$ cat src/sv/blmr_ram.sv
`default_nettype none
// ----------------------------------------------------------------------------
// blmr_ram
// Generic single-write, single-read RAM with registered read data.
// ----------------------------------------------------------------------------
module blmr_ram #(
	parameter int WIDTH = 32,
	parameter int DEPTH = 16
) (
	input  wire logic                     clk,
	input  wire logic                     we,
	input  wire logic [$clog2(DEPTH)-1:0] waddr,
	input  wire logic [WIDTH-1:0]         wdata,
	input  wire logic                     re,
	input  wire logic [$clog2(DEPTH)-1:0] raddr,
	output      logic [WIDTH-1:0]         rdata
);

	logic [WIDTH-1:0] mem_q [DEPTH];

	always_ff @(posedge clk) begin
		if (we) begin
			mem_q[waddr] <= wdata;
		end
		if (re) begin
			rdata <= mem_q[raddr];
		end
	end

endmodule
`default_nettype wire

$ cat config.mk
export PLATFORM = sky130hd
export DESIGN_NAME = blmr_ram
export DESIGN_NICKNAME = d
export VERILOG_FILES = /design/src/sv/blmr_ram.sv
export SDC_FILE = /design/constraint.sdc
export NUM_CORES = 1
export LEC_CHECK = 0
export BUFFER_PORTS_ARGS = -buffer_cell sky130_fd_sc_hd__buf_2
export CORE_ASPECT_RATIO = 1.5
export CORE_MARGIN = 2
export CORE_UTILIZATION = 40
export DETAILED_ROUTE_END_ITERATION = 7
export PLACE_DENSITY = 0.62
export RECOVER_POWER = 50
export SETUP_SLACK_MARGIN = 0.3
export SLEW_MARGIN = 30
export SYNTH_ARGS = -nofsm -noshare
export SYNTH_HDL_FRONTEND = slang
export SYNTH_SLANG_ARGS = --single-unit
$ cat constraint.sdc
create_clock -name clk -period 4 [get_ports clk]
set_input_delay 0.4 -clock clk [delete_from_list [all_inputs] [get_ports clk]]
set_output_delay 0.4 -clock clk [all_outputs]
set_load 0.005 [all_outputs]
==> results of run 1 <==
## registers in the layout, indices dropped and copies added, names as in the netlist
name / count
rdata: 32
mem_q: 512
## where the power goes
group,switching [mW],internal (mW),leakage [nW]
clock,2.01,2.72,0.773
sequential,0.0360,6.42,4.94
combinational,0.334,0.220,1.52
total,2.38,9.36,7.23
## cells in the mapped netlist (all sizes together) (2+ instances only)
| library cell | count |
|---|---|
| a22oi | 64 |
| buf | 26 |
| clkbuf | 17 |
| edfxtp | 544 |
| mux4 | 128 |
| nand2 | 33 |
| nand2b | 2 |
| nand3b | 2 |
| nor2 | 13 |
| nor2b | 2 |
| nor3 | 4 |
## logic make-up after synthesis
family	count (synthesis)	synth area share
AO/OA/AOI/OAI	64	0.0238
buffers and inverters	43	0.0110
flip-flops	544	0.810
multiplexers	128	0.143
AND/OR/NAND/NOR	59	0.0125
## worst paths after layout
path | end | slack [ns]
setup reg to reg | rdata[4]$_DFFE_PP_ | 2.51
hold / removal | mem_q[7][12]$_DFFE_PP_ | 0.34
hold reg to reg | rdata[18]$_DFFE_PP_ | 0.75
setup / recovery | rdata[15]$_DFFE_PP_ | 1.63
## metal layers
layer | part of all wire | wire (um) | up-vias
met2 | 0.52 | 23200 | 312
met4 | 0.017 | 785 | 4
met5 | 0.00056 | 25 | -
met3 | 0.062 | 2790 | 58
li1 | - | - | 3819
met1 | 0.40 | 18100 | 4979
## area by class of cell
cell class | instances | area share
clock buffers | 53 | 0.0509
clock inverters | 33 | 0.0180
multi-input cells | 251 | 0.162
flip-flops and latches | 544 | 0.706
well taps | 663 | 0.0359
repair buffers | 105 | 0.0270
==> flow_metrics.tcl, run 1 <==
set metrics [dict create \
    cts_resized 0 \
    dpl_cell_area_um2 21600 \
    p_total_mw 11.7 \
    crit_family "buffers and inverters" \
    dieArea_um2 52300 \
    ys_ff_latch 544 \
    firstDrtPassIters 5 \
    r2r_start "mem_q[3][4]$_DFFE_PP_" \
    grt_pass1_wl_um 65100 \
    place_inst 1563 \
    timing.hold.ws_ns 0.337 \
    hold_viol 0 \
    clock_skew_ns 0.0132 \
    vias_per_cell 5.56 \
    hpwl_um 22900 \
    wire_per_inst_um 27.2 \
    nFillCells 4028 \
    ant_nets 0 \
    syn_area_um2 20200 \
    avgSynthCellArea_um2 24.1 \
    io_pins 75 \
    crit_cells 2 \
    setup_violations 0 \
    final_cells 1649 \
    finalSetupTns_ns 0 \
    numCtsBuffers 46 \
    fp.coreArea_um2 49700 \
    drc_errors 0 \
    worstMarginPinSlew_ns 2.80 \
    via_count 9172 \
    antenna_found_initial 2 \
    status "complete, but fails checks" \
    routabilityCongestion 0.706 \
    drive_gt1_frac 0.294 \
    cts_setup_buffers 0 \
    crit_path_cell_trace "buf_2 > clkbuf_1" \
    utilization 0.466 \
    cts_hold_buf 0 \
    overflow 0 \
    ys_top_cells_by_area "edfxtp_1 81%, mux4_2 14%, a22oi_1 2.4%, nand2_1 0.61%, buf_4 0.41%" \
    final_common_cell "edfxtp_1" \
    worst-path-buf-inv 2 \
    synth_top_cell_area_share 0.810 \
    grt_max_degree 61 \
    cts.sinks 544 \
    fmax_mhz 422 \
    violations "capacitance limit, slew limit" \
    synth_edf_count 544 \
    cp_slowest_stage_delay_ns 1.96 \
    grt_pass1_vias 9623 \
    diodes 0 \
    powerDensity_nw_per_um2 508 \
    clk_latency_ns 0.56 \
    synthArstFlopShare 0 \
    synthCells 838 \
    r2r_cells 3 \
    rows 100 \
    maxCapViolations 1 \
    cts_max_level 2 \
    grt_util_met3 0.0295 \
    cp-startpoint "re" \
    rsz0062_at_grt "false" \
    initial_core_util 0.406 \
    min_path_cells 1 \
    drtIter0Drc 995 \
    crit_slowest_cell "clkbuf_1" \
    ir_worst_vdd_mv 0.257 \
    tritoncts "yes" \
    seq_area_um2 16300 \
    synth-main-ff-cell "edfxtp_1" \
    worstHoldStart "wdata[12]" \
    yosysWarnings 0 \
    synth_top_area_cell "edfxtp_1" \
    yosysSeqAreaShare 0.810 \
    layout_common_cells "544 x edfxtp_1, 128 x mux4_2, 64 x a22oi_1, 46 x clkbuf_16, 42 x clkbuf_1" \
    design_area_um2 23100 \
    fin_ws_ns 1.63 \
    die_w_um 187 \
    grt_use_total 0.172 \
    final_nets 991 \
    clkTransAtPathRegs_ns 0.07 \
    met1_usage 0.225 \
    finalCritPeriodShare 0.592 \
    port_buffers 74 \
    grt-busiest-layer "met2" \
    multi_input_area_um2 3750 \
    clockRootBuffer "clkbuf_16" \
    critPathLaunchType "primary input" \
    crit_type "primary input to flop" \
    worstSetupEndpointType "flop" \
    power.leakage_nw 7.23 \
    drv_slew 33 \
    preCtsSetupSlack_ns 1.46 \
    clockBufferDepth 3 \
    met2_usage 0.301 \
    routed_wl_um 44900 \
    die_h_um 279 \
    cp_max_fo 32 \
    critical_path_required_ns 4.12 \
    ys_types 17 \
    synthToLayoutAreaGrowth_pct 14.7 \
    max_slew_margin -0.864 \
    period_needed_ns 2.37 \
    hold_path.class "primary input to flop" \
    worstPathArrival_ns 2.48 \
    syn_nets 881 \
]
No activity file was read; power rests on OpenSTA's default activity.
==> run 2, diff against run 1 <==
--- a/config.mk
+++ b/config.mk
@@ -10,7 +10,7 @@
 export CORE_MARGIN = 2
 export CORE_UTILIZATION = 40
 export DETAILED_ROUTE_END_ITERATION = 7
-export PLACE_DENSITY = 0.62
+export PLACE_DENSITY = 0.64
 export RECOVER_POWER = 50
 export SETUP_SLACK_MARGIN = 0.3
 export SLEW_MARGIN = 30
==> constraint.sdc (replaced) <==
create_clock -name clk -period 1.98 [get_ports clk]
set_input_delay 0.198 -clock clk [delete_from_list [all_inputs] [get_ports clk]]
set_output_delay 0.198 -clock clk [all_outputs]
set_load 0.005 [all_outputs]
==> run 2 against run 1 <==
The flow now finishes without violations. Sequential share of layout area shrank 0.52 points. Clock power grew 73%. Non-clock buffer count grew 12. Register-to-register slack lost 2.0 ns. Hold slack lost 0.21 ns. Combinational power grew 110%. Flip-flop and latch count is the same. Global-route usage shrank 0.93 points. Power grew 91%. Critical path type unchanged. Largest power group unchanged. Highest routed layer unchanged.
==> flow_metrics.tcl, run 2 (same netlist as run 1, synthesis figures left out) <==
set metrics [dict create \
    nFillCells 4019 \
    drc_errors 0 \
    utilization 0.469 \
    final_common_cell "edfxtp_1" \
    reg2reg_slack_ns 0.51 \
    worstHoldStart "wdata[19]" \
    dieArea_um2 52300 \
    r2r_cells 3 \
    routabilityCongestion 0.712 \
    layout_common_cells "544 x edfxtp_1, 128 x mux4_2, 64 x a22oi_1, 45 x clkbuf_16, 39 x clkbuf_1" \
    cts.sinks 544 \
    maxCapViolations 0 \
    cp_max_fo 32 \
    cp-startpoint "waddr[0]" \
    place_inst 1570 \
    grt_max_degree 49 \
    cts_max_level 2 \
    finalCritPeriodShare 0.822 \
    hold_path.class "primary input to flop" \
    setup_violations 0 \
    clockRootBuffer "clkbuf_16" \
    vias_per_cell 5.47 \
    drv_slew 0 \
    p_total_mw 22.4 \
    grt_use_total 0.163 \
    status "completed" \
    diodes 0 \
    power.leakage_nw 7.27 \
    wire_per_inst_um 25.4 \
    rsz0062_at_grt "false" \
    crit_end "mem_q[13][25]$_DFFE_PP_" \
    final_nets 1002 \
    cts_setup_buffers 0 \
    regMostFlops "mem_q" \
    fin_ws_ns 0.352 \
    numCtsBuffers 45 \
    antenna_found_initial 2 \
    grt_pass1_wl_um 62200 \
    timing.hold.ws_ns 0.131 \
    routed_wl_um 41900 \
    hold_viol 0 \
    ir_worst_vdd_mv 0.510 \
    critPathLaunchType "primary input" \
    r2r_start "mem_q[8][27]$_DFFE_PP_" \
    firstDrtPassIters 5 \
    grt_pass1_vias 9532 \
    drtIter0Drc 886 \
    rows 100 \
    crit_type "primary input to flop" \
    period_needed_ns 1.63 \
    reg_top3 "mem_q: 512 flops, rdata: 32 flops" \
    max_slew_margin 0.114 \
    initial_core_util 0.406 \
    clkTransAtPathRegs_ns 0.06 \
    fp.coreArea_um2 49700 \
    powerDensity_nw_per_um2 960 \
    die_h_um 279 \
    tritoncts "yes" \
    seq_area_um2 16300 \
    multi_input_area_um2 3780 \
    fmax_mhz 614 \
    critical_path_required_ns 2.14 \
    preCtsSetupSlack_ns 0.0193 \
    clock_skew_ns 0.00973 \
    io_pins 75 \
    worstMarginPinSlew_ns 1.33 \
    r2r_end "rdata[27]$_DFFE_PP_" \
    die_w_um 187 \
    hpwl_um 21400 \
    overflow 0 \
    clockBufferDepth 3 \
    clk_latency_ns 0.55 \
    via_count 9020 \
    port_buffers 74 \
    largest_register_ff_count 512 \
    ant_nets 0 \
    worstPathArrival_ns 1.79 \
    drive_gt1_frac 0.290 \
    worstSetupEndpointType "flop" \
    final_cells 1648 \
    synthToLayoutAreaGrowth_pct 15.5 \
]
## run 2: changes by cell type in the layout (fill, tap and decap cells not counted), moves of 2 or more
| cell | before | now |
|---|---|---|
| clkbuf_2 | 0 | 2 |
| clkinv_1 | 8 | 10 |
| buf_4 | 27 | 9 |
| bufinv_16 | 9 | 2 |
| clkinvlp_4 | 3 | 0 |
| clkbuf_1 | 42 | 39 |
| dlygate4sd3_1 | 0 | 4 |
| nor3_2 | 4 | 0 |
| inv_6 | 3 | 1 |
| buf_12 | 3 | 29 |
| nor3_4 | 0 | 4 |
## run 2: report_power, final
part	internal [mW]	switching (mW)	leakage, nW
combinational	0.505	0.656	1.68
sequential	13.0	0.0728	4.94
clock	4.41	3.76	0.648
## run 2: worst min-delay path by stage
stage / endpoint / slack, ns / depth (start not counted)
2_1_floorplan: mem_q[0][0]$_DFFE_PP_ / 0.30 / 0
3_3_place_gp: mem_q[8][31]$_DFFE_PP_ / 0.56 / 1
3_5_place_dp: mem_q[2][19]$_DFFE_PP_ / 0.58 / 1
4_1_cts: mem_q[2][19]$_DFFE_PP_ / 0.0006 / 1
5_1_grt: mem_q[13][12]$_DFFE_PP_ / 0.17 / 1
6_report: mem_q[2][19]$_DFFE_PP_ / 0.13 / 1
## run 2: area by class of cell
type	instances	share of cell area
clock buffers	51	0.0493
clock inverters	22	0.00698
multi-input cells	251	0.162
flip-flops and latches	544	0.701
well taps	663	0.0356
repair buffers	117	0.0452
## run 2: timing repair
item                                   4_1_cts  5_1_grt
resized for setup                            0        0
endpoints found under the hold margin       18        0
hold buffers                                 4        0
## run 2: worst max-delay path, cell delays in order
cell and delay, ns:
clkbuf_2 0.24, nand2b_1 0.28, nor2_4 0.13, clkbuf_2 0.90
## run 2: layer usage
layer,up-vias,track usage,part of all wire
met4,4,0.0440,0.020
met3,58,0.0215,0.050
met5,-,0,0.00062
met2,251,0.280,0.51
met1,4876,0.220,0.41
li1,3831,-,-
## run 2: per-stage QoR
step	setup TNS, ns	cell area, um^2
global placement	0	22000
CTS	0	23300
floorplan	-3.36	20300
detailed placement	0	22000
finish	0	23300
global route	0	23300
