## config.mk

```make
export PLATFORM = sky130hd
export DESIGN_NAME = blmr_min_unit
export DESIGN_NICKNAME = d
export VERILOG_FILES = /design/src/sv/blmr_pkg.sv /design/src/sv/blmr_min_unit.sv
export SDC_FILE = /design/constraint.sdc
export NUM_CORES = 1
export LEC_CHECK = 0
export BUFFER_PORTS_ARGS = -buffer_cell sky130_fd_sc_hd__buf_4
export CAP_MARGIN = 20
export CORE_MARGIN = 3
export CORE_UTILIZATION = 35
export CTS_CLUSTER_SIZE = 16
export DETAILED_ROUTE_END_ITERATION = 16
export MAX_ROUTING_LAYER = met4
export PLACE_DENSITY = 0.65
export SYNTH_ARGS = -nofsm -noshare
export SYNTH_HDL_FRONTEND = slang
export SYNTH_SLANG_ARGS = --single-unit
```

## constraint.sdc

```tcl
create_clock -name clk -period 3.9 [get_ports clk]
set_input_delay 0.39 -clock clk [delete_from_list [all_inputs] [get_ports clk]]
set_output_delay 0.39 -clock clk [all_outputs]
set_load 0.005 [all_outputs]
```

## src/sv/blmr_pkg.sv

```systemverilog
`default_nettype none
// ----------------------------------------------------------------------------
// blmr_pkg
// Shared constants, codes and helpers for the bounded min/replace list.
// ----------------------------------------------------------------------------
package blmr_pkg;

	localparam int CAPACITY    = 16;
	localparam int IDX_W       = $clog2(CAPACITY);
	localparam int CNT_W       = $clog2(CAPACITY + 1);
	localparam int DATA_W      = 32;
	localparam int CMD_W       = 3;
	localparam int STATUS_W    = 2;
	localparam int COUNT_OUT_W = 5;
	localparam int POS_OUT_W   = 4;

	localparam logic [CMD_W-1:0] CMD_PUSH_FRONT = 3'd0;
	localparam logic [CMD_W-1:0] CMD_PUSH_BACK  = 3'd1;
	localparam logic [CMD_W-1:0] CMD_POP_FRONT  = 3'd2;
	localparam logic [CMD_W-1:0] CMD_REPLACE    = 3'd3;
	localparam logic [CMD_W-1:0] CMD_STATUS     = 3'd4;

	localparam logic [STATUS_W-1:0] ST_DONE  = 2'd0;
	localparam logic [STATUS_W-1:0] ST_FULL  = 2'd1;
	localparam logic [STATUS_W-1:0] ST_EMPTY = 2'd2;

	typedef struct packed {
		logic init;
		logic vld;
		logic first;
		logic repl;
	} blmr_scan_t;

	function automatic logic [IDX_W-1:0] ring_add(input logic [IDX_W-1:0] base,
		input logic [IDX_W-1:0] off);
		logic [IDX_W:0] sum;
		sum = {1'b0, base} + {1'b0, off};
		if (sum >= (IDX_W+1)'(CAPACITY)) begin
			sum = sum - (IDX_W+1)'(CAPACITY);
		end
		return sum[IDX_W-1:0];
	endfunction

endpackage
`default_nettype wire

```

## src/sv/blmr_min_unit.sv

```systemverilog
`default_nettype none
// ----------------------------------------------------------------------------
// blmr_min_unit
// Shared compare unit: match/replace decision and running signed minimum.
// ----------------------------------------------------------------------------
module blmr_min_unit
	import blmr_pkg::*;
(
	input  wire logic                     clk,
	input  wire logic                     arst_n,
	input  wire blmr_scan_t               scan,
	input  wire logic [IDX_W-1:0]         pos,
	input  wire logic signed [DATA_W-1:0] rdata,
	input  wire logic signed [DATA_W-1:0] match_value,
	input  wire logic signed [DATA_W-1:0] value,
	output      logic                     wr_en,
	output      logic signed [DATA_W-1:0] wr_data,
	output      logic signed [DATA_W-1:0] min_value,
	output      logic [IDX_W-1:0]         min_pos
);

	logic                     hit;
	logic signed [DATA_W-1:0] eff;
	logic signed [DATA_W-1:0] min_q;
	logic [IDX_W-1:0]         pos_q;

	assign hit     = scan.repl && (rdata == match_value);
	assign eff     = hit ? value : rdata;
	assign wr_en   = scan.vld && hit;
	assign wr_data = value;

	always_ff @(posedge clk or negedge arst_n) begin
		if (!arst_n) begin
			min_q <= '0;
			pos_q <= '0;
		end else if (scan.init) begin
			min_q <= '0;
			pos_q <= '0;
		end else if (scan.vld && (scan.first || (eff < min_q))) begin
			min_q <= eff;
			pos_q <= pos;
		end
	end

	assign min_value = min_q;
	assign min_pos   = pos_q;

endmodule
`default_nettype wire

```

==> summary.md, run 1 <==
| Metric | Value |
|---|---|
| Failing checks | `setup timing` |
| Max incr delay on CP | `0.56 ns` |
| Core Area | `approximately 10000 um2` |
| Most frequent cells in the layout | `buf_4 (225), nand2b_1 (62), inv_1 (37), dfrtp_1 (36), mux2i_1 (30)` |
| Pwr/cell area | `238 nW/um2` |
| Final wirelength | `12.5 mm` |
| First DRT Iteration DRCs | `approximately 140` |
| RSZ-0062 raised after global routing | `true` |
| Net Sw Power | `0.430 mW` |
| Vias in the first global route | `3631` |
| Filler instances | `882` |
| Fin worst setup slack | `-0.629 ns` |
| Clk pwr share | `24.8%` |
| Sequential-to-total area share from yosys stat | `roughly a quarter` |
| Crit path required time | `4.12 ns` |
| Class of the worst hold path | `input pin to async pin` |
| Post-synth EDFFs | `0` |
| Grt total ovfl | `0` |
| Crit end category | `flop` |
| CTS clk-pin slew, worst paths | `about 0.08 ns` |
| Initial Utilization | `36.7%` |
| Ys flop type | `dfrtp_1` |
| Top cells by area, synth | `dfrtp_1 (25%), mux2_2 (11%), ha_1 (11%)` |
| Total CTS buffers | `5` |
| Multi-input logic area | `2500 um2` |
| I/O Buffers | `174` |
| Sw Share | `31.4%` |
| Post-layout min period | `4.53 ns` |
| Clock Path Buffers | `2` |
| Final Max Slew Viols | `0` |
| CTS H-tree depth | `2` |
| Post-DP HPWL | `9.45 mm` |
| Synth Register Bits | `36` |
| GRT Total Usage | `20.5%` |
| Ys async rst share | `100%` |
| Tcrit/Tclk final | `116%` |
| Antenna Nets Post-Route | `0` |
| Kind of critical path | `input pin to flop` |
| Count of max-cap constraint violations | `0` |
| CP top delay family | `simple AND/OR/NAND/NOR gates` |
| Pwr Total | `between 1 and 1.5 mW` |
| Comb power frac | `43.8%` |
| Area Overhead vs Synth | `56.8%` |
| Post-synthesis cell count | `393` |
| Final setup fails | `36` |
| Setup TNS | `-20.97 ns` |
| Clock skew | `0.00894 ns` |
| First-pass GRT wire length | `18.0 mm` |
| Die Span Y | `around 110 um` |
| CP arrival | `4.75 ns` |
| DR WL/cell | `17.1 um` |
| Gp weighted congestion | `0.852` |
| Vias per Instance | `4.86` |
| Critical path launch point type | `input pin` |
| CP Cell Sequence | `buf_6 -> xor2_2 -> nor4_2 -> buf_4 -> nand3_2 -> nand4b_1 -> buf_4 -> buf_6 -> buf_12 -> mux2_2 -> ha_1 -> nand4_1 -> nor2_1 -> a221oi_1 -> o21ai_1 -> or4_4 -> o2111a_1 -> a211oi_4 -> buf_12 -> clkbuf_16 -> mux2i_1` |
| Rel. slew slack | `62.4%` |
| Critical path buffers and inverters | `7` |
| Antenna Cells | `0` |
| Slew @ Worst Pin | `0.564 ns` |
| Dpl ws | `-0.877 ns` |
| Final hold vios | `0` |
| Hold WS | `0.0646 ns` |
| Io pins | `175` |
| 1st-pass router iterations | `4` |
| Flop pwr share | `31.4%` |
| Largest net degree at the start of global routing | `73` |
| FP Rows | `36` |
| Initial antenna violation count | `0` |
| Status | `finished with violations` |
| Via count | `3543` |
| Critical path's slowest cell | `or4_4` |
| CTS tree | `yes` |
| Syn. warnings | `0` |
| Post-synth top area share | `between 20 and 25%` |
| Synth cell types | `41` |
| Internal power | `~0.94 mW` |
| Fraction of layout cells with a size suffix above 1 | `51.8%` |
| Final Util | `57.5%` |
| Pleak | `2.77 nW` |
| Total Die Area | `about 12000 um2` |
| DRC viols | `0` |
| Most common cell after layout, fill and taps aside | `buf_4` |
| Maximum clock rate | `221 MHz` |
| Clk root buf | `clkbuf_8` |
| TritonCTS Sinks | `36` |
| Top cell type by total area after synthesis | `dfrtp_1` |
| Crit-path max FO | `8` |
| Die X | `108 um` |
| Final #Nets | `732` |
| Worst vdd ir | `0.184 mV` |
| Syn Area/Cell | `9.33 um2` |
| Worst skew pair latency | `0.30 ns` |
| Register area | `901 um2` |
| Cell area after synthesis | `3670 um2` |
| Syn_nets | `530` |
[metrics by stage]
step           cells  area (um2)
6_report         729        5750
5_1_grt          729        5750
4_1_cts          727        5590
3_5_place_dp     696        5240
3_3_place_gp     696        5240
2_1_floorplan    393        3770
[power groups by stage]
stage,sequential (mW),clock [mW],combinational (mW)
5_1_grt,0.434,0.359,0.649
3_3_place_gp,0.437,0,0.538
3_5_place_dp,0.437,0,0.548
4_1_cts,0.430,0.346,0.575
2_1_floorplan,0.435,0,0.280
6_report,0.430,0.340,0.599
[timing repair]
action,in CTS,in global routing
setup buffers,20,3
hold buffers,0,0
setup endpoints to repair,36,37
cloned,3,2
gates resized for setup,17,20
pin swaps,1,12
hold endpoints to repair,0,0
[synth_stat cells (5+ instances only)]
master / count
a21oi_1: 6
buf_4: 32
clkbuf_1: 8
dfrtp_1: 36
ha_1: 31
inv_1: 37
mux2_2: 37
mux2i_1: 30
nand2b_1: 62
nand4_1: 9
nor2_1: 11
nor2b_1: 8
nor3_1: 5
o21ai_0: 6
xnor2_1: 16
xor2_1: 12
[final cells by class]
cell class,count,share of cell area [%]
clock buffers,6,1.26
multi-input cells,273,43.5
inverters,37,2.42
well taps,133,2.89
repair buffers,242,33.7
clock inverters,2,0.609
flip-flops and latches,36,15.7
[sequential cells by signal, indices dropped and copies added (netlist names)]
register   count
min_value     32
min_pos        4
[cells by family after synthesis]
family,count (synthesis),synth area share [%]
muxes,67,19.5
adders and majority gates,31,10.6
AOI/OAI and AO/OA,35,6.96
DFF,36,24.6
and+or+nand+nor,112,18.3
buffers and inverters,84,13.4
xor gates and xnor gates,28,6.68
[path summary, 6_finish.rpt]
check                                                  to  slack, ns                      start  cells past startpoint
worst min register to register     min_pos[1]$_DFFE_PN0P_       0.55     min_pos[1]$_DFFE_PN0P_                      2
worst min-delay path            min_value[30]$_DFFE_PN0P_       0.06                     arst_n                      1
min in group clk                   min_pos[2]$_DFFE_PN0P_       0.36                     pos[2]                      3
max in group asynchronous       min_value[15]$_DFFE_PN0P_       3.48                     arst_n                      1
worst max register to register  min_value[31]$_DFFE_PN0P_       0.61  min_value[13]$_DFFE_PN0P_                     12
worst max-delay path            min_value[31]$_DFFE_PN0P_      -0.63             match_value[8]                     21
[metal layers]
metal,wire [um],up-vias,GRT usage [%]
li1,-,1708,-
met5,0,-,-
met3,700,27,2.69
met2,6200,139,35.5
met4,298,0,5.95
met1,5290,1669,24.9
No activity file was read; power rests on OpenSTA's default activity.
==> run 2: changes to the inputs <==
Settings changed: CTS_BUF_LIST from default to sky130_fd_sc_hd__clkbuf_16.
Clock period 3.9 ns to 4.9 ns, I/O delays scaled along.
==> summary.md, run 2 (synthesis gave the netlist of run 1 again) <==
| Metric | Value |
|---|---|
| Status | `finished clean (was finished with violations)` |
| Met2 Routed Length | `5.53 mm (was 6.20 mm)` |
| Final #Nets | `681 (was 732)` |
| Worst reg2reg path depth | `12 (unchanged)` |
| Post-layout min period | `4.67 ns` |
| Via count | `3303 (was 3543)` |
| Core Area | `10000 um2 (unchanged)` |
| Final setup fails | `0 (was 36)` |
| Slew @ Worst Pin | `0.547 ns (was 0.564 ns)` |
| Die X | `108 um (unchanged)` |
| Post-Layout Cell Count | `678 (was 729)` |
| DR WL/cell | `16.5 um (was 17.1 um)` |
| Top Metal Used | `met4 (unchanged)` |
| Crit end category | `flop (unchanged)` |
| Total Die Area | `11700 um2 (unchanged)` |
| Most frequent cells in the layout | `buf_4 (184), nand2b_1 (62), inv_1 (38), mux2_2 (37), dfrtp_1 (36) (was buf_4 (225), nand2b_1 (62), inv_1 (37), dfrtp_1 (36), mux2i_1 (30))` |
| Most common cell after layout, fill and taps aside | `buf_4 (unchanged)` |
| CTS tree | `yes (unchanged)` |
| Critical path launch point type | `input pin (unchanged)` |
| RSZ-0062 raised after global routing | `false (was true)` |
| Final wirelength | `11.2 mm (was 12.5 mm)` |
| Io pins | `175 (unchanged)` |
| Gp weighted congestion | `0.855 (was 0.852)` |
| Worst skew pair latency | `0.28 ns (was 0.30 ns)` |
| Clock Path Buffers | `2 (unchanged)` |
| Post-DP HPWL | `9.20 mm (was 9.45 mm)` |
| Area Overhead vs Synth | `39.7% (was 56.8%)` |
| Total CTS buffers | `5 (unchanged)` |
| Clk root buf | `clkbuf_16 (was clkbuf_8)` |
| Pwr Total | `1.04 mW (was 1.37 mW)` |
| CTS clk-pin slew, worst paths | `0.06 ns (was 0.08 ns)` |
| Rel. slew slack | `63.5% (was 62.4%)` |
| CP arrival | `4.86 ns (was 4.75 ns)` |
| Antenna Cells | `0 (unchanged)` |
| Clock skew | `0.00825 ns (was 0.00894 ns)` |
| Setup TNS | `0 ns (was -20.97 ns)` |
| First DRT Iteration DRCs | `129 (was 135)` |
| Crit-path max FO | `15 (was 8)` |
| Class of the worst hold path | `input pin to async pin (unchanged)` |
| Final Max Slew Viols | `0 (unchanged)` |
| Count of max-cap constraint violations | `0 (unchanged)` |
| Antenna Nets Post-Route | `0 (unchanged)` |
| Final Util | `51.3% (was 57.5%)` |
| Filler instances | `936 (was 882)` |
| DRC viols | `0 (unchanged)` |
| Initial Utilization | `36.7% (unchanged)` |
| Vias per Instance | `4.87 (was 4.86)` |
| GRT Total Usage | `18.8% (was 20.5%)` |
| Worst vdd ir | `0.149 mV (was 0.184 mV)` |
| Tcrit/Tclk final | `95.3%` |
| Fraction of layout cells with a size suffix above 1 | `44.2% (was 51.8%)` |
| CTS H-tree depth | `2 (unchanged)` |
| R2R setup slack | `1.72 ns (was 0.61 ns)` |
| First-pass GRT wire length | `16.7 mm (was 18.0 mm)` |
| 1st-pass router iterations | `4 (unchanged)` |
| Metal3 WL | `673 um (was 700 um)` |
| Pleak | `2.46 nW (was 2.77 nW)` |
| Die Span Y | `108 um (unchanged)` |
| Largest net degree at the start of global routing | `73 (unchanged)` |
| I/O Buffers | `174 (unchanged)` |
| Maximum clock rate | `214 MHz` |
| FP Rows | `36 (unchanged)` |
| Final hold vios | `0 (unchanged)` |
| Max reg flops | `32 (unchanged)` |
| TritonCTS Sinks | `36 (unchanged)` |
| Kind of critical path | `input pin to flop (unchanged)` |
| Pwr/cell area | `203 nW/um2 (was 238 nW/um2)` |
| Vias in the first global route | `3267 (was 3631)` |
| CTS hold repair buffers | `0 (unchanged)` |
| M1 WL | `4.87 mm (was 5.29 mm)` |
| Grt total ovfl | `0 (unchanged)` |
| Initial antenna violation count | `0 (unchanged)` |
| Placed cells | `664 (was 696)` |
| Crit path required time | `5.09 ns (was 4.12 ns)` |
==> run 2: cell types whose count changed in the layout (fill, tap and decap cells not counted), moves of 5 or more <==
| cell | previous run | this run |
|---|---|---|
| ha_4 | 6 | 0 |
| clkbuf_8 | 5 | 0 |
| mux2_4 | 9 | 0 |
| ha_1 | 25 | 31 |
| buf_6 | 10 | 4 |
| buf_4 | 225 | 184 |
| mux2_2 | 28 | 37 |
==> run 2: through the flow <==
stage	hold WS (ns)	setup slack [ns]	area, um2
6_report	0.179	0.232	5130
5_1_grt	0.215	0.00274	5130
4_1_cts	0.200	0.0429	5040
3_5_place_dp	0.502	-0.256	4900
3_3_place_gp	0.494	-0.0827	4900
2_1_floorplan	0.194	0.418	3670
==> run 2: final cells by class <==
class                      instances  area [um2]  share of cell area [%]
multi-input combinational        273        2310                    45.0
clock buffer                       5         125                    2.44
timing repair buffer             191        1470                    28.8
clock inverter                     3        15.0                   0.293
tap                              133         166                    3.25
inverter                          37         139                    2.71
sequential                        36         901                    17.6
==> run 2: final timing paths <==
| path | startpoint | end |
|---|---|---|
| hold reg to reg | min_pos[0]$_DFFE_PN0P_ | min_pos[0]$_DFFE_PN0P_ |
| setup reg to reg | min_value[25]$_DFFE_PN0P_ | min_pos[2]$_DFFE_PN0P_ |
| min in group clk | pos[1] | min_pos[1]$_DFFE_PN0P_ |
| max in group asynchronous | arst_n | min_pos[0]$_DFFE_PN0P_ |
| hold / removal | arst_n | min_pos[3]$_DFFE_PN0P_ |
| setup / recovery | match_value[29] | min_pos[2]$_DFFE_PN0P_ |
==> run 2: report_power, final <==
group	internal, mW	total, mW	switching [mW]
Sequential	0.322	0.343	0.0204
Clock	0.185	0.306	0.121
Combinational	0.217	0.394	0.177
==> run 2: metal layers <==
| metal | global-route usage, % | up-vias |
|---|---|---|
| li1 | - | 1614 |
| met1 | 24.0 | 1559 |
| met2 | 31.5 | 122 |
| met3 | 2.99 | 8 |
| met4 | 4.15 | 0 |
| met5 | - | - |
==> run 2: what timing repair did <==
action	CTS	global route
gates resized for setup	0	9
setup endpoints to repair	0	33
setup buffers	0	6
==> run 2: critical path: stages <==
cell and delay, ns:
buf_4 0.11, xor2_1 0.19, nor4_2 0.38, nand3_1 0.15
nand4b_1 0.30, buf_6 0.21, clkbuf_4 0.19, mux2_2 0.32
ha_1 0.29, nand4_1 0.16, nor2_1 0.08, a221oi_1 0.23
o21ai_1 0.13, or4_1 0.54, o2111a_1 0.28, a211oi_4 0.21
buf_6 0.17, buf_12 0.17, mux2i_2 0.23
